`src/sv/irm_pkg.sv`:
```
`timescale 1ns / 1ps
// ----------------------------------------------------------------------------
// irm_pkg
// Shared types, constants and the transaction program table for the
// register access master.
// ----------------------------------------------------------------------------
package irm_pkg;

    localparam logic [6:0] DEV_ADDR_RESET = 7'd81;
    localparam logic [3:0] READ_LEN       = 4'd10;
    localparam logic [3:0] WRITE_LEN      = 4'd8;

    typedef enum logic [0:0] {
        REG_DEVICE_ADDRESS = 1'b0
    } reg_idx_t;

    typedef enum logic [2:0] {
        SEG_START = 3'd0,
        SEG_DEVW  = 3'd1,
        SEG_DEVR  = 3'd2,
        SEG_REG   = 3'd3,
        SEG_VAL   = 3'd4,
        SEG_ACK   = 3'd5,
        SEG_READ  = 3'd6,
        SEG_STOP  = 3'd7
    } seg_t;

    typedef struct packed {
        logic       start_request;
        logic       req_type;
        logic [7:0] reg_address;
        logic [7:0] write_value;
        logic       sda_in;
    } item_t;

    typedef struct packed {
        logic       scl_level;
        logic       sda_release;
        logic       busy_res;
        logic       done_res;
        logic [7:0] read_data;
        logic       nack_seen;
    } result_t;

    // Segment executed at program position pos (1-based).
    function automatic seg_t seg_kind(input logic is_wr, input logic [3:0] pos);
        seg_t k;
        k = SEG_STOP;
        if (is_wr)
        begin
            unique case (pos)
                4'd1:    k = SEG_START;
                4'd2:    k = SEG_DEVW;
                4'd3:    k = SEG_ACK;
                4'd4:    k = SEG_REG;
                4'd5:    k = SEG_ACK;
                4'd6:    k = SEG_VAL;
                4'd7:    k = SEG_ACK;
                default: k = SEG_STOP;
            endcase
        end
        else
        begin
            unique case (pos)
                4'd1:    k = SEG_START;
                4'd2:    k = SEG_DEVW;
                4'd3:    k = SEG_ACK;
                4'd4:    k = SEG_REG;
                4'd5:    k = SEG_ACK;
                4'd6:    k = SEG_START;
                4'd7:    k = SEG_DEVR;
                4'd8:    k = SEG_ACK;
                4'd9:    k = SEG_READ;
                default: k = SEG_STOP;
            endcase
        end
        return k;
    endfunction

endpackage

```
`src/sv/irm_queue.sv`:
```
`timescale 1ns / 1ps
// ----------------------------------------------------------------------------
// irm_queue
// Two-entry queue between the intake side and the bus sequencer.
// ----------------------------------------------------------------------------
module irm_queue
(
    input  logic           clk,
    input  logic           rst_n,
    input  logic           push,
    input  irm_pkg::item_t push_item,
    input  logic           pop,
    output irm_pkg::item_t head_item,
    output logic           not_empty,
    output logic           full
);

    irm_pkg::item_t entry_reg [2];
    logic           wr_ptr_reg;
    logic           wr_ptr_next;
    logic           rd_ptr_reg;
    logic           rd_ptr_next;
    logic [1:0]     count_reg;
    logic [1:0]     count_next;

    assign head_item = entry_reg[rd_ptr_reg];
    assign not_empty = (count_reg != 2'd0);
    assign full      = (count_reg == 2'd2);

    always_comb
    begin
        wr_ptr_next = push ? ~wr_ptr_reg : wr_ptr_reg;
        rd_ptr_next = pop ? ~rd_ptr_reg : rd_ptr_reg;
        count_next  = count_reg;
        if (push && !pop)
        begin
            count_next = count_reg + 2'd1;
        end
        else if (pop && !push)
        begin
            count_next = count_reg - 2'd1;
        end
    end

    always_ff @(posedge clk or negedge rst_n)
    begin
        if (!rst_n)
        begin
            wr_ptr_reg <= 1'b0;
            rd_ptr_reg <= 1'b0;
            count_reg  <= 2'd0;
        end
        else
        begin
            wr_ptr_reg <= wr_ptr_next;
            rd_ptr_reg <= rd_ptr_next;
            count_reg  <= count_next;
        end
    end

    always_ff @(posedge clk)
    begin
        if (push)
        begin
            entry_reg[wr_ptr_reg] <= push_item;
        end
    end

endmodule

```
`src/sv/irm_sequencer.sv`:
```
`timescale 1ns / 1ps
// ----------------------------------------------------------------------------
// irm_sequencer
// Bus sequencer: one pin event per tick taken from the queue, result held
// in an output register.
// ----------------------------------------------------------------------------
module irm_sequencer
(
    input  logic             clk,
    input  logic             rst_n,
    input  logic [6:0]       device_address,
    input  logic             item_valid,
    input  irm_pkg::item_t   item,
    output logic             item_pop,
    output logic             res_valid,
    input  logic             res_stall,
    output irm_pkg::result_t res
);

    logic [3:0]       pos_reg;
    logic [3:0]       pos_next;
    logic [2:0]       mic_reg;
    logic [2:0]       mic_next;
    logic [2:0]       bit_count_reg;
    logic [2:0]       bit_count_next;
    logic [7:0]       tx_reg;
    logic [7:0]       tx_next;
    logic [7:0]       rx_reg;
    logic [7:0]       rx_next;
    logic             is_write_reg;
    logic             is_write_next;
    logic [7:0]       lreg_reg;
    logic [7:0]       lreg_next;
    logic [7:0]       lval_reg;
    logic [7:0]       lval_next;
    logic             ack_failed_reg;
    logic             ack_failed_next;
    logic [7:0]       read_byte_reg;
    logic [7:0]       read_byte_next;
    logic             scl_reg;
    logic             scl_next;
    logic             sda_reg;
    logic             sda_next;
    logic             done;
    logic             seg_end;
    logic [3:0]       len;
    logic [7:0]       src_byte;
    logic [7:0]       tx_cur;
    irm_pkg::seg_t    kind;
    logic             res_valid_reg;
    irm_pkg::result_t res_reg;

    assign item_pop  = item_valid && (!res_valid_reg || !res_stall);
    assign res_valid = res_valid_reg;
    assign res       = res_reg;

    always_comb
    begin
        pos_next        = pos_reg;
        mic_next        = mic_reg;
        bit_count_next  = bit_count_reg;
        tx_next         = tx_reg;
        rx_next         = rx_reg;
        is_write_next   = is_write_reg;
        lreg_next       = lreg_reg;
        lval_next       = lval_reg;
        ack_failed_next = ack_failed_reg;
        read_byte_next  = read_byte_reg;
        scl_next        = scl_reg;
        sda_next        = sda_reg;
        done            = 1'b0;
        seg_end         = 1'b0;
        kind            = irm_pkg::SEG_STOP;
        src_byte        = 8'd0;
        tx_cur          = tx_reg;

        // request is honoured only while idle
        if (pos_reg == 4'd0 && item.start_request)
        begin
            is_write_next   = item.req_type;
            lreg_next       = item.reg_address;
            lval_next       = item.write_value;
            ack_failed_next = 1'b0;
            bit_count_next  = 3'd0;
            pos_next        = 4'd1;
            mic_next        = 3'd0;
        end

        len = is_write_next ? irm_pkg::WRITE_LEN : irm_pkg::READ_LEN;

        if (pos_next != 4'd0)
        begin
            if (pos_next > len)
            begin
                pos_next = 4'd0;
            end
            else
            begin
                kind = irm_pkg::seg_kind(is_write_next, pos_next);
                unique case (kind)
                    irm_pkg::SEG_DEVW: src_byte = {device_address, 1'b0};
                    irm_pkg::SEG_DEVR: src_byte = {device_address, 1'b1};
                    irm_pkg::SEG_REG:  src_byte = lreg_next;
                    default:           src_byte = lval_next;
                endcase

                unique case (kind)
                    irm_pkg::SEG_START:
                    begin
                        if (mic_next == 3'd0)      scl_next = 1'b0;
                        else if (mic_next == 3'd1) sda_next = 1'b1;
                        else if (mic_next == 3'd2) scl_next = 1'b1;
                        else if (mic_next == 3'd3) sda_next = 1'b0;
                        else
                        begin
                            scl_next = 1'b0;
                            seg_end  = 1'b1;
                        end
                    end
                    irm_pkg::SEG_DEVW, irm_pkg::SEG_DEVR,
                    irm_pkg::SEG_REG, irm_pkg::SEG_VAL:
                    begin
                        if (mic_next == 3'd0)
                        begin
                            tx_cur   = (bit_count_next == 3'd0) ? src_byte : tx_reg;
                            tx_next  = tx_cur;
                            sda_next = tx_cur[7];
                        end
                        else if (mic_next == 3'd1)
                        begin
                            scl_next = 1'b1;
                        end
                        else
                        begin
                            scl_next       = 1'b0;
                            tx_next        = {tx_reg[6:0], 1'b0};
                            seg_end        = (bit_count_next == 3'd7);
                            bit_count_next = bit_count_next + 3'd1;
                            mic_next       = 3'd7;
                        end
                    end
                    irm_pkg::SEG_ACK:
                    begin
                        if (mic_next == 3'd0)
                        begin
                            sda_next = 1'b1;
                        end
                        else if (mic_next == 3'd1)
                        begin
                            scl_next        = 1'b1;
                            ack_failed_next = ack_failed_next | item.sda_in;
                        end
                        else
                        begin
                            scl_next = 1'b0;
                            seg_end  = 1'b1;
                        end
                    end
                    irm_pkg::SEG_READ:
                    begin
                        if (mic_next == 3'd0)
                        begin
                            scl_next = 1'b1;
                            rx_next  = {rx_reg[6:0], item.sda_in};
                        end
                        else
                        begin
                            scl_next = 1'b0;
                            if (bit_count_next == 3'd7)
                            begin
                                read_byte_next = rx_reg;
                                seg_end        = 1'b1;
                            end
                            bit_count_next = bit_count_next + 3'd1;
                            mic_next       = 3'd7;
                        end
                    end
                    irm_pkg::SEG_STOP:
                    begin
                        if (mic_next == 3'd0)      sda_next = 1'b0;
                        else if (mic_next == 3'd1) scl_next = 1'b1;
                        else
                        begin
                            sda_next = 1'b1;
                            seg_end  = 1'b1;
                        end
                    end
                endcase

                if (seg_end)
                begin
                    bit_count_next = 3'd0;
                    mic_next       = 3'd0;
                    if (kind == irm_pkg::SEG_STOP)
                    begin
                        pos_next = 4'd0;
                        done     = 1'b1;
                    end
                    else
                    begin
                        pos_next = pos_next + 4'd1;
                    end
                end
                else
                begin
                    mic_next = mic_next + 3'd1;
                end
            end
        end
    end

    always_ff @(posedge clk or negedge rst_n)
    begin
        if (!rst_n)
        begin
            pos_reg        <= 4'd0;
            mic_reg        <= 3'd0;
            bit_count_reg  <= 3'd0;
            tx_reg         <= 8'd0;
            rx_reg         <= 8'd0;
            is_write_reg   <= 1'b0;
            lreg_reg       <= 8'd0;
            lval_reg       <= 8'd0;
            ack_failed_reg <= 1'b0;
            read_byte_reg  <= 8'd0;
            scl_reg        <= 1'b1;
            sda_reg        <= 1'b1;
            res_valid_reg  <= 1'b0;
        end
        else
        begin
            if (item_pop)
            begin
                pos_reg        <= pos_next;
                mic_reg        <= mic_next;
                bit_count_reg  <= bit_count_next;
                tx_reg         <= tx_next;
                rx_reg         <= rx_next;
                is_write_reg   <= is_write_next;
                lreg_reg       <= lreg_next;
                lval_reg       <= lval_next;
                ack_failed_reg <= ack_failed_next;
                read_byte_reg  <= read_byte_next;
                scl_reg        <= scl_next;
                sda_reg        <= sda_next;
                res_valid_reg  <= 1'b1;
            end
            else if (!res_stall)
            begin
                res_valid_reg <= 1'b0;
            end
        end
    end

    always_ff @(posedge clk)
    begin
        if (item_pop)
        begin
            res_reg.scl_level   <= scl_next;
            res_reg.sda_release <= sda_next;
            res_reg.busy_res    <= (pos_next != 4'd0);
            res_reg.done_res    <= done;
            res_reg.read_data   <= read_byte_next;
            res_reg.nack_seen   <= ack_failed_next;
        end
    end

endmodule

```
`src/sv/i2c_register_access_master.sv`:
```
`timescale 1ns / 1ps
// ----------------------------------------------------------------------------
// i2c_register_access_master
// Tick-driven I2C master that performs single register reads and writes.
// ----------------------------------------------------------------------------
// Usage:
//   Each input transfer (in_valid high, in_stall low) is one bus tick and
//   yields exactly one output transfer carrying the pin levels after that
//   tick plus busy, done, last read byte and the sticky nack flag.
//   A tick with start_request set while idle latches req_type, reg_address
//   and write_value and performs the first pin event on that same tick.
//   Input ticks enter a two-entry queue; the sequencer pops one per cycle
//   while the output is not stalled and registers its result, so one tick
//   per clock is sustained while out_stall is low. Each tick passes the
//   queue entry and then the result register before out_valid rises.
//   When out_stall is high the result register holds; the queue absorbs
//   up to two more ticks, after which in_stall rises.
//   The APB port holds device_address (reset 81) at byte address 0;
//   write it only while no tick is outstanding.
//   Reset empties the queue, drops out_valid and returns the bus to idle
//   with SCL and SDA released.
// ----------------------------------------------------------------------------
module i2c_register_access_master
(
    input  logic        clk,
    input  logic        rst_n,
    input  logic        psel,
    input  logic        penable,
    input  logic        pwrite,
    input  logic [2:0]  paddr,
    input  logic [31:0] pwdata,
    output logic [31:0] prdata,
    output logic        pready,
    input  logic        in_valid,
    output logic        in_stall,
    input  logic        start_request,
    input  logic        req_type,
    input  logic [7:0]  reg_address,
    input  logic [7:0]  write_value,
    input  logic        sda_in,
    output logic        out_valid,
    input  logic        out_stall,
    output logic        scl_level,
    output logic        sda_release,
    output logic        busy_res,
    output logic        done_res,
    output logic [7:0]  read_data,
    output logic        nack_seen
);

    logic [6:0]       dev_addr_reg;
    logic             cfg_write;
    logic             in_accept;
    logic             q_full;
    logic             q_not_empty;
    logic             q_pop;
    irm_pkg::item_t   in_item;
    irm_pkg::item_t   head_item;
    irm_pkg::result_t res;

    assign pready    = 1'b1;
    assign cfg_write = psel && penable && pwrite;
    assign prdata    = (paddr[2] == irm_pkg::REG_DEVICE_ADDRESS) ?
                       {25'd0, dev_addr_reg} : 32'd0;

    always_ff @(posedge clk or negedge rst_n)
    begin
        if (!rst_n)
        begin
            dev_addr_reg <= irm_pkg::DEV_ADDR_RESET;
        end
        else if (cfg_write && paddr[2] == irm_pkg::REG_DEVICE_ADDRESS)
        begin
            dev_addr_reg <= pwdata[6:0];
        end
    end

    assign in_stall  = q_full;
    assign in_accept = in_valid && !q_full;

    assign in_item.start_request = start_request;
    assign in_item.req_type      = req_type;
    assign in_item.reg_address   = reg_address;
    assign in_item.write_value   = write_value;
    assign in_item.sda_in        = sda_in;

    irm_queue u_queue
    (
        .clk       (clk),
        .rst_n     (rst_n),
        .push      (in_accept),
        .push_item (in_item),
        .pop       (q_pop),
        .head_item (head_item),
        .not_empty (q_not_empty),
        .full      (q_full)
    );

    irm_sequencer u_seq
    (
        .clk            (clk),
        .rst_n          (rst_n),
        .device_address (dev_addr_reg),
        .item_valid     (q_not_empty),
        .item           (head_item),
        .item_pop       (q_pop),
        .res_valid      (out_valid),
        .res_stall      (out_stall),
        .res            (res)
    );

    assign scl_level   = res.scl_level;
    assign sda_release = res.sda_release;
    assign busy_res    = res.busy_res;
    assign done_res    = res.done_res;
    assign read_data   = res.read_data;
    assign nack_seen   = res.nack_seen;

endmodule
```
`config.mk`:
```
export PLATFORM = sky130hd
export DESIGN_NAME = i2c_register_access_master
export DESIGN_NICKNAME = d
export VERILOG_FILES = /design/src/sv/irm_pkg.sv /design/src/sv/irm_queue.sv /design/src/sv/irm_sequencer.sv /design/src/sv/i2c_register_access_master.sv
export SDC_FILE = /design/constraint.sdc
export NUM_CORES = 1
export LEC_CHECK = 0
export BUFFER_PORTS_ARGS = -buffer_cell sky130_fd_sc_hd__buf_2
export CAP_MARGIN = 10
export CELL_PAD_IN_SITES_DETAIL_PLACEMENT = 1
export CELL_PAD_IN_SITES_GLOBAL_PLACEMENT = 1
export CORE_ASPECT_RATIO = 1.1
export CORE_MARGIN = 10
export CORE_UTILIZATION = 47
export DETAILED_ROUTE_END_ITERATION = 7
export PLACE_DENSITY = 0.83
export SYNTH_ARGS = -nofsm -noshare
export SYNTH_HDL_FRONTEND = slang
export SYNTH_SLANG_ARGS = --single-unit
```
`constraint.sdc`:
```
create_clock -name clk -period 7.93 [get_ports clk]
set_input_delay 2.379 -clock clk [delete_from_list [all_inputs] [get_ports clk]]
set_output_delay 2.379 -clock clk [all_outputs]
set_load 0.01 [all_outputs]
```
==> qor.tcl, run 1 <==
set qor(viasPerCell) 5.81
set qor(wirelength_mm) 16.5
set qor(cts-resized-gates) 0
set qor(critical-path-max-stage-delay_ns) 0.17
set qor(yosysWarnings) 0
set qor(maxCapViolCount) 0
set qor(critical_path_arrival_ns) 2.88
set qor(min_period_over_period_pct) 66.3
set qor(grt-ovfl-total) 0
set qor(largest_register_ffs) 38
set qor(total_via_count_in_the_routed_design) 4573
set qor(largest_net_degree_at_the_start_of_global_routing) 67
set qor(gp_routability_congestion) 0.906
set qor(initial_antenna_violation_count) 1
set qor(synthDistinctLibCells) 73
set qor(pwr_density_cell_mw_per_mm2) 504
set qor(status) {complete, no violations}
set qor(endpoint_kind) {output pin}
set qor(critPathMaxFanout) 8
set qor(min-delay-path-class) {register to register}
set qor(die_y_um) 139
set qor(floorplan.io_pins) 109
set qor(slew-limit-headroom_pct) 39.4
set qor(fin_area_mm2) 0.00701
set qor(die_x_um) 128
set qor(synthesis.area_mm2) 0.00605
set qor(number_of_global_route_vias_before_repair) 5157
set qor(cpLargestDelayFamily) {buffers and inverters}
set qor(timing.fmax_ghz) 0.190
set qor(cts_made_buffers) 17
set qor(vdd.ir_drop.worst_v) 0.000181
set qor(seq_total_area_yosys_pct) 52.7
set qor(clock-sinks) 117
set qor(placement.io_buffers) 55
set qor(dieArea_mm2) 0.0178
set qor(synth-async-reset-ratio_pct) 56.4
set qor(grt_setup_unrepaired) {no}
set qor(final_nets) 686
set qor(setup_viol_count_final) 0
set qor(synth.avg_cell_area_um2) 10.8
set qor(grt_pass1_wl_mm) 27.1
set qor(std_cell_rows) 43
set qor(cts-root-to-sink-buffers) 2
set qor(netlist_instances) 561
set qor(cp_slowest_cell) {nor2b_1}
set qor(critPathRequiredTime_ns) 5.55
set qor(final_layout_size_suffix_gt1_share_pct) 22.1
set qor(maxSlewViolCount) 0
set qor(initial_utilization_pct) 48.0
set qor(coreArea_mm2) 0.0126
set qor(final-hold-violation-count) 0
set qor(crit_path_start_kind) {input pin}
set qor(timing.critical_path.cells) {buf_2 -> nor2b_1 -> buf_2}
set qor(grtUsageTotal_pct) 18.9
set qor(cts_tree) {built}
set qor(timing.critical_path.buf_inv) 2
set qor(setup_tns_ns) 0
set qor(area_delta_synth_final_pct) 15.9
set qor(clk_root_buffer_cell) {clkbuf_16}
set qor(dp.final_hpwl_mm) 10.5
set qor(crit_path_frequent_cell) {buf_2}
set qor(worst_setup_hold_path_clk_slew_ns) 0.06
set qor(finalCoreUtilization_pct) 55.7
set qor(route.detailed.wl_per_inst_um) 21.0
set qor(drt_first_iter_violations) 391
set qor(period_minus_slack_ns) 5.26
set qor(clock_insertion_delay_at_the_later_pin_of_the_skew_report_ns) 0.42
set qor(post_dp_cell_area_mm2) 0.00637
set qor(ant_nets) 0
set qor(tightest_slew_ns) 0.909
set qor(drc_errors_left) 0
set qor(synth.ff_latch_count) 117
set qor(total_setup_buffers_inserted_after_cts) 0
set qor(synth-edff-count) 51
set qor(worst-setup-path-type) {input pin to output pin}
set qor(drt_pre_antenna_iters) 5
set qor(cellLeakagePower_nw) 3.13
set qor(finalClockSkew_ns) 0.0124
set qor(dominantRegCellSynth) {dfrtp_1}
set qor(cts_hold_repair.buffers) 0
set qor(cts-htree-levels) 4
where the power goes:
part	internal, mW	switching (mW)
combinational	0.630	1.11
sequential	0.846	0.118
clock	0.543	0.290
total	2.02	1.52
cell families (layout without fill, tap and decap cells):
kind of cell | count (synthesis) | count (layout) | synth area share (%)
muxes | 57 | 57 | 10.0
and+or+nand+nor | 179 | 179 | 14.2
adders and majority gates | 9 | 9 | 1.86
buffers and inverters | 67 | 111 | 6.02
DFF | 117 | 117 | 52.7
other | 2 | 27 | 0.124
xor gates and xnor gates | 6 | 6 | 0.869
AOI/OAI and AO/OA | 124 | 124 | 14.2
layout by cell type (no fill, tap or decap), drive strengths merged, types with 3 or more instances in the layout:
master and instances:
a22oi 6, o21ai 36, clkbuf 20, nor4 6, nand2b 4, nor3 11
a221oi 3, a21oi 29, a211oi 9, buf 63, or3 3, mux2i 32
and2 5, dfrtp 61, conb 26, o21a 3, a21o 4, nor2 36
nand3b 3, xnor2 3, xor2 3, a31oi 4, o22a 3, dfstp 5
inv 18, ha 9, clkinv 5, mux2 25, nor2b 11, edfxtp 51
nand3 3, nand2 84, bufinv 4
tightest hold or removal path: cells and delay by family, from the launching register on:
kind	cells	cell delay (ns)
flip-flops	1	0.34
AND/OR/NAND/NOR	2	0.10
routing by layer:
layer	global-route usage, %	up-vias	wire, um
met4	9.55	0	536
met1	20.4	2289	6250
met2	32.9	151	8740
met3	5.28	47	973
li1	-	2086	-
met5	0	-	0
synth_stat cells (all sizes together), types with 4 or more instances:
master	n	share of area [%]
o21ai	36	3.0
ha	9	1.9
nor4	6	0.83
dfrtp	61	25
buf	34	3.9
nor2b	11	1.1
edfxtp	51	25
a211oi	9	1.1
clkbuf	17	1.1
dfstp	5	2.2
nand2b	4	0.41
mux2	25	4.7
nor3	11	0.99
nand2	84	5.2
mux2i	32	5.3
inv	15	0.93
a21o	4	0.50
and2	5	0.52
nor2	36	2.3
a22oi	6	0.74
a31oi	4	0.66
a21oi	29	2.4
final timing paths:
kind / from / to / slack [ns] / depth (start not counted)
max: paddr[2] / prdata[2] / 2.67 / 3
min: u_seq.read_byte_reg[7] / u_seq.read_byte_reg[7] / 0.48 / 2
max reg2reg: u_queue.rd_ptr_reg / u_seq.rx_reg[4] / 3.31 / 12
min reg2reg: u_seq.read_byte_reg[7] / u_seq.read_byte_reg[7] / 0.48 / 2
max in group asynchronous: rst_n / u_queue.count_reg[1] / 5.18 / 2
min in group asynchronous: rst_n / u_seq.lval_reg[0] / 2.13 / 2
final cells by class:
cell class,instances,area (um^2)
well taps,157,196
clock inverters,12,174
diodes,1,2.50
multi-input cells,401,2590
fillers,1372,5580
flip-flops and latches,117,3190
repair buffers,63,335
clock buffers,20,457
inverters,16,65.1
per-stage QoR:
step	std cells	total power, mW	hold WS [ns]	setup WS (ns)
floorplan	585	2.19	0.440	2.99
global placement	754	2.54	0.451	2.79
detailed placement	754	2.63	0.467	2.74
CTS	786	3.53	0.485	2.68
global route	787	3.76	0.506	2.67
finish	787	3.53	0.479	2.67
Power figures use the tool's default switching activity.
==> run 2, diff against run 1 <==
Settings changed: ABC_AREA from default to 1, CORE_UTILIZATION 47 to 42, PLACE_DENSITY 0.83 to 0.78.
Clock period 7.93 ns to 5.45 ns, I/O delays scaled along.
==> qor.tcl, run 2 <==
set qor(netlist_instances) 703
set qor(finalClockSkew_ns) 0.00592
set qor(period_minus_slack_ns) 4.15
set qor(yosys.area_share.xor_xnor_pct) 0.575
set qor(synth_top_family_by_area) {simple AND/OR/NAND/NOR gates}
set qor(synth_top_cells_by_area) {edfxtp_1 25%, dfrtp_1 25%, nand2_1 12%}
set qor(synth.ff_latch_count) 117
set qor(die_x_um) 135
set qor(worst-setup-path-type) {register to register}
set qor(synth_commonest_cells) {189 x nand2_1, 81 x nor2_1, 61 x dfrtp_1}
set qor(timing.critical_path.cells) {inv_2 -> nand2_1 -> nand2_1 -> nand2_4 -> nand2_4 -> ha_1 -> nand3_1 -> nand4_1 -> nor2_1 -> nand2_1 -> nand2_1 -> nand2_2 -> nand2_1 -> nand2_1 -> nand2_2 -> inv_1 -> nand2_1 -> nand2_1 -> inv_1 -> nand2_1 -> ha_1 -> nand3b_1 -> a31oi_1 -> nor2_1}
set qor(cts_tree) {built}
set qor(final_nets) 825
set qor(ant_nets) 0
set qor(die_y_um) 146
set qor(coreArea_mm2) 0.0143
set qor(number_of_global_route_vias_before_repair) 5344
set qor(drt_pre_antenna_iters) 4
set qor(tightest_slew_ns) 0.770
set qor(cts-resized-gates) 0
set qor(grt-ovfl-total) 0
set qor(viasPerCell) 5.09
set qor(seq_total_area_yosys_pct) 52.3
set qor(clock-sinks) 117
set qor(fin_area_mm2) 0.00701
set qor(clk_root_buffer_cell) {clkbuf_16}
set qor(yosysWarnings) 0
set qor(pwr_density_cell_mw_per_mm2) 780
set qor(endpoint_kind) {register}
set qor(status) {complete, no violations}
set qor(dp.final_hpwl_mm) 10.9
set qor(drt_first_iter_violations) 217
set qor(synth_top_cell_area_share_pct) 25.1
set qor(cpLargestDelayFamily) {simple AND/OR/NAND/NOR gates}
set qor(final-hold-violation-count) 0
set qor(post_dp_cell_area_mm2) 0.00641
set qor(grt_pass1_wl_mm) 26.1
set qor(timing.critical_path.buf_inv) 3
set qor(total_via_count_in_the_routed_design) 4891
set qor(cts_hold_repair.buffers) 0
set qor(initial_antenna_violation_count) 0
set qor(timing.fmax_ghz) 0.241
set qor(setup_viol_count_final) 0
set qor(synth-adder-area-share_pct) 1.85
set qor(critPathRequiredTime_ns) 5.76
set qor(placement.io_buffers) 55
set qor(synth-edff-count) 51
set qor(post_synth_simple_gate_area_pct) 22.9
set qor(cts-htree-levels) 4
set qor(synthDistinctLibCells) 44
set qor(dieArea_mm2) 0.0197
set qor(drc_errors_left) 0
set qor(grtUsageTotal_pct) 16.1
set qor(worst_setup_hold_path_clk_slew_ns) 0.05
set qor(critPathMaxFanout) 21
set qor(maxSlewViolCount) 0
set qor(synth.avg_cell_area_um2) 8.67
set qor(grt_setup_unrepaired) {no}
set qor(synthesis.area_mm2) 0.00610
set qor(cp_slowest_cell) {dfrtp_1}
set qor(area_delta_synth_final_pct) 15.0
set qor(synth_compound_gate_area_share_pct) 12.4
set qor(critical_path_arrival_ns) 4.45
set qor(cellLeakagePower_nw) 3.22
set qor(synthDominantAreaCellType) {edfxtp_1}
set qor(setup_tns_ns) 0
set qor(initial_utilization_pct) 42.5
set qor(clock_insertion_delay_at_the_later_pin_of_the_skew_report_ns) 0.42
set qor(synth.mux.area_fraction_pct) 0
set qor(critical-path-max-stage-delay_ns) 0.81
set qor(std_cell_rows) 46
set qor(crit_path_frequent_cell) {nand2_1}
set qor(layout.cells.most_common) {nand2_1}
set qor(largest_register_ffs) 38
set qor(total_setup_buffers_inserted_after_cts) 0
set qor(min-delay-path-class) {register to register}
set qor(route.detailed.wl_per_inst_um) 15.9
set qor(cts_made_buffers) 17
set qor(gp_routability_congestion) 0.858
set qor(n_antenna_cell) 0
set qor(slew-limit-headroom_pct) 48.3
set qor(synth-async-reset-ratio_pct) 56.4
set qor(largest_net_degree_at_the_start_of_global_routing) 43
set qor(final_layout_size_suffix_gt1_share_pct) 17.2
set qor(floorplan.io_pins) 109
set qor(crit_path_start_kind) {register}
set qor(final_cell_mix) {189 x nand2_1, 81 x nor2_1, 61 x dfrtp_1}
set qor(maxCapViolCount) 0
set qor(cts-root-to-sink-buffers) 2
set qor(synth_most_common_cell) {nand2_1}
set qor(min_period_over_period_pct) 76.1
set qor(vdd.ir_drop.worst_v) 0.000361
set qor(dominantRegCellSynth) {dfrtp_1}
set qor(wirelength_mm) 15.2
[run 2: cell count changes in the layout (fill, tap and decap cells not counted), moves of 16 or more]
cell and delta:
o21ai_0 +24, mux2_2 -24, nand2_1 +105, nand3_1 +16, nor2_1 +46, mux2i_1 -32, inv_1 +37
[run 2: where the power goes]
| group | internal, mW | leakage [nW] | switching, mW |
|---|---|---|---|
| Clock | 0.751 | 0.296 | 0.393 |
| Sequential | 1.29 | 1.30 | 0.174 |
| Combinational | 0.857 | 1.63 | 2.01 |
| Total | 2.89 | 3.22 | 2.57 |
[run 2: final cells by class]
cell class | count | area, um^2
Clock buffer | 23 | 478
Multi-Input combinational cell | 493 | 2410
Tap cell | 192 | 240
Timing Repair Buffer | 60 | 313
Clock inverter | 9 | 125
Sequential cell | 117 | 3190
Fill cell | 1703 | 7320
Inverter | 66 | 260
[run 2: routing by layer]
metal  global-route usage [%]  up-vias  share of wire, %
met5                        0        -                 0
met3                     4.77       27               4.9
met2                     27.2       81                51
met4                     6.48        0               1.9
li1                         -     2379                 -
met1                     18.5     2404                42
[run 2: final timing paths]
check | slack (ns) | start | endpoint | depth (start not counted)
min | 0.48 | u_seq.sda_reg | u_seq.sda_reg | 2
max | 1.30 | u_queue.rd_ptr_reg | u_seq.mic_reg[2] | 24
min reg2reg | 0.48 | u_seq.sda_reg | u_seq.sda_reg | 2
min in group asynchronous | 1.21 | rst_n | u_seq.read_byte_reg[4] | 1
max reg2reg | 1.30 | u_queue.rd_ptr_reg | u_seq.mic_reg[2] | 24
max in group asynchronous | 3.25 | rst_n | u_queue.rd_ptr_reg | 2
[run 2: tightest hold or removal path: cells and delay by family (launching register included)]
family / cells / cell delay [ns]
flip-flops: 1 / 0.37
AND/OR/NAND/NOR: 2 / 0.11
[run 2: cell families after synthesis]
kind of cell	after synthesis
XOR/XNOR	4
adder cells (fa/ha/maj)	9
buffers and inverters	117
AND/OR/NAND/NOR	324
AO/OA/AOI/OAI	130
other	2
flip-flops	117
[run 2: stage by stage]
stage          hold slack, ns  instances  total power, mW  setup WS, ns  utilization [%]
2_1_floorplan           0.448        727             3.61          1.83                -
3_3_place_gp            0.462        928             4.15          1.52             44.7
3_5_place_dp            0.468        928             4.32          1.34             44.7
4_1_cts                 0.482        960             5.51          1.30             48.9
5_1_grt                 0.509        960             5.98         0.834             48.9
6_report                0.477        960             5.47          1.30             48.9
==> run 3, diff against run 2 <==
Settings changed: ABC_AREA 1 to 0, CORE_UTILIZATION 42 to 44.
Clock period 5.45 ns to 4.1 ns, I/O delays scaled along.
==> qor.tcl, run 3 (synthesis results as in run 1) <==
set qor(r2r-end) {u_seq.res[10]}
set qor(wirelength_mm) 15.2
set qor(total_via_count_in_the_routed_design) 4533
set qor(cts_tree) {built}
set qor(placement.io_buffers) 55
set qor(setup_tns_ns) 0
set qor(fin_hold_ws_ns) 0.474
set qor(period_minus_slack_ns) 3.88
set qor(cts-root-to-sink-buffers) 2
set qor(holdPathStages) 2
set qor(coreArea_mm2) 0.0133
set qor(maxSlewViolCount) 0
set qor(total_setup_buffers_inserted_after_cts) 0
set qor(die_y_um) 143
set qor(endpoint_kind) {register}
set qor(clock-sinks) 117
set qor(final_layout_size_suffix_gt1_share_pct) 24.0
set qor(drc_errors_left) 0
set qor(route.detailed.wl_per_inst_um) 18.3
set qor(crit_path_start_kind) {register}
set qor(viasPerCell) 5.46
set qor(std_cell_rows) 44
set qor(grtUsageTotal_pct) 16.3
set qor(number_of_global_route_vias_before_repair) 4973
set qor(layout.cells.most_common) {nand2_1}
set qor(largest_net_degree_at_the_start_of_global_routing) 67
set qor(min-delay-path-class) {register to register}
set qor(cts_made_buffers) 17
set qor(die_x_um) 132
set qor(grt-ovfl-total) 0
set qor(initial_utilization_pct) 45.4
set qor(worst_setup_hold_path_clk_slew_ns) 0.05
set qor(cts-htree-levels) 4
set qor(initial_antenna_violation_count) 0
set qor(setup_viol_count_final) 0
set qor(final_nets) 703
set qor(fin_area_mm2) 0.00716
set qor(final-hold-violation-count) 0
set qor(floorplan.io_pins) 109
set qor(ant_nets) 0
set qor(grt_setup_unrepaired) {no}
set qor(slew-limit-headroom_pct) 36.9
set qor(largest_register_ffs) 38
set qor(hold_start) {u_seq.read_byte_reg[2]}
set qor(dieArea_mm2) 0.0188
set qor(regToRegStartpoint) {u_seq.pos_reg[1]}
set qor(critPathMaxFanout) 8
set qor(drt_pre_antenna_iters) 4
set qor(hold_path_end) {u_seq.read_byte_reg[2]}
set qor(r2r_cells) 13
set qor(critPathRequiredTime_ns) 4.27
set qor(drt_first_iter_violations) 297
set qor(design_power_total_mw) 6.85
set qor(final_cell_mix) {84 x nand2_1, 61 x dfrtp_1, 55 x buf_2}
set qor(timing.fmax_ghz) 0.258
set qor(pwr_density_cell_mw_per_mm2) 957
set qor(maxCapViolCount) 0
set qor(n_antenna_cell) 0
set qor(min_period_over_period_pct) 94.6
set qor(clk_root_buffer_cell) {clkbuf_16}
set qor(clock_insertion_delay_at_the_later_pin_of_the_skew_report_ns) 0.42
set qor(vdd.ir_drop.worst_v) 0.000414
set qor(reg2reg_setup_slack_ns) 0.22
set qor(worst-setup-path-type) {register to register}
set qor(gp_routability_congestion) 0.835
set qor(grt_pass1_wl_mm) 24.8
set qor(post_dp_cell_area_mm2) 0.00654
set qor(cellLeakagePower_nw) 3.20
set qor(status) {complete, no violations}
set qor(n_fill_cell) 1486
set qor(area_delta_synth_final_pct) 18.3
set qor(tightest_slew_ns) 0.946
set qor(finalClockSkew_ns) 0.00755
set qor(dp.final_hpwl_mm) 10.5
set qor(critical_path_arrival_ns) 4.05
run 3: repair_timing:
action | in CTS | in global routing
hold buffers | 0 | 0
gates resized for setup | 0 | 3
endpoints found under the setup margin | 0 | 10
run 3: area by class of cell:
class	count	area [um^2]	area share [%]
clock buffers	25	507	7.08
well taps	184	230	3.22
flip-flops and latches	117	3190	44.6
inverters	16	65.1	0.909
multi-input cells	401	2610	36.5
clock inverters	7	92.6	1.29
repair buffers	80	463	6.47
run 3: through the flow:
step	cells	utilization [%]	worst slack [ns]
after global placement	798	49.1	0.215
final	830	53.7	0.221
after CTS	830	53.6	0.0559
after floorplan	585	-	0.0501
after global routing	830	53.7	0.0232
after detailed placement	798	49.1	0.138
run 3: power breakdown:
group          switching, mW  internal, mW
registers              0.196          1.64
clock network          0.507         0.976
logic                   2.14          1.39
run 3: worst max path at each step:
| stage | endpoint | slack (ns) | startpoint | cells past startpoint |
|---|---|---|---|---|
| after detailed placement | u_seq.mic_reg[2] | 0.14 | u_seq.pos_reg[1] | 15 |
| after global routing | u_seq.res[10] | 0.02 | u_seq.pos_reg[1] | 13 |
| final | u_seq.res[10] | 0.22 | u_seq.pos_reg[1] | 13 |
| after CTS | u_seq.res[10] | 0.06 | u_seq.pos_reg[1] | 13 |
| after global placement | u_seq.res[10] | 0.21 | u_seq.pos_reg[1] | 13 |
| after floorplan | u_seq.res[10] | 0.05 | u_seq.pos_reg[0] | 17 |
run 3: layer usage:
layer	track usage (%)	share of wire (%)
met1	17.5	40
met2	29.2	52
met3	4.74	5.4
met4	8.03	2.9
met5	0	0
run 3: critical path, stage by stage (launching register included):
cell and delay (ns):
dfrtp_1 0.40, nor4_4 0.42, nand2_1 0.15, nand2_1 0.14, inv_1 0.11, ha_1 0.23
and2_1 0.16, a2111oi_0 0.44, nand3b_1 0.26, o21ai_2 0.19, a31o_2 0.27, or2_1 0.31
a311o_1 0.35, a32o_1 0.22
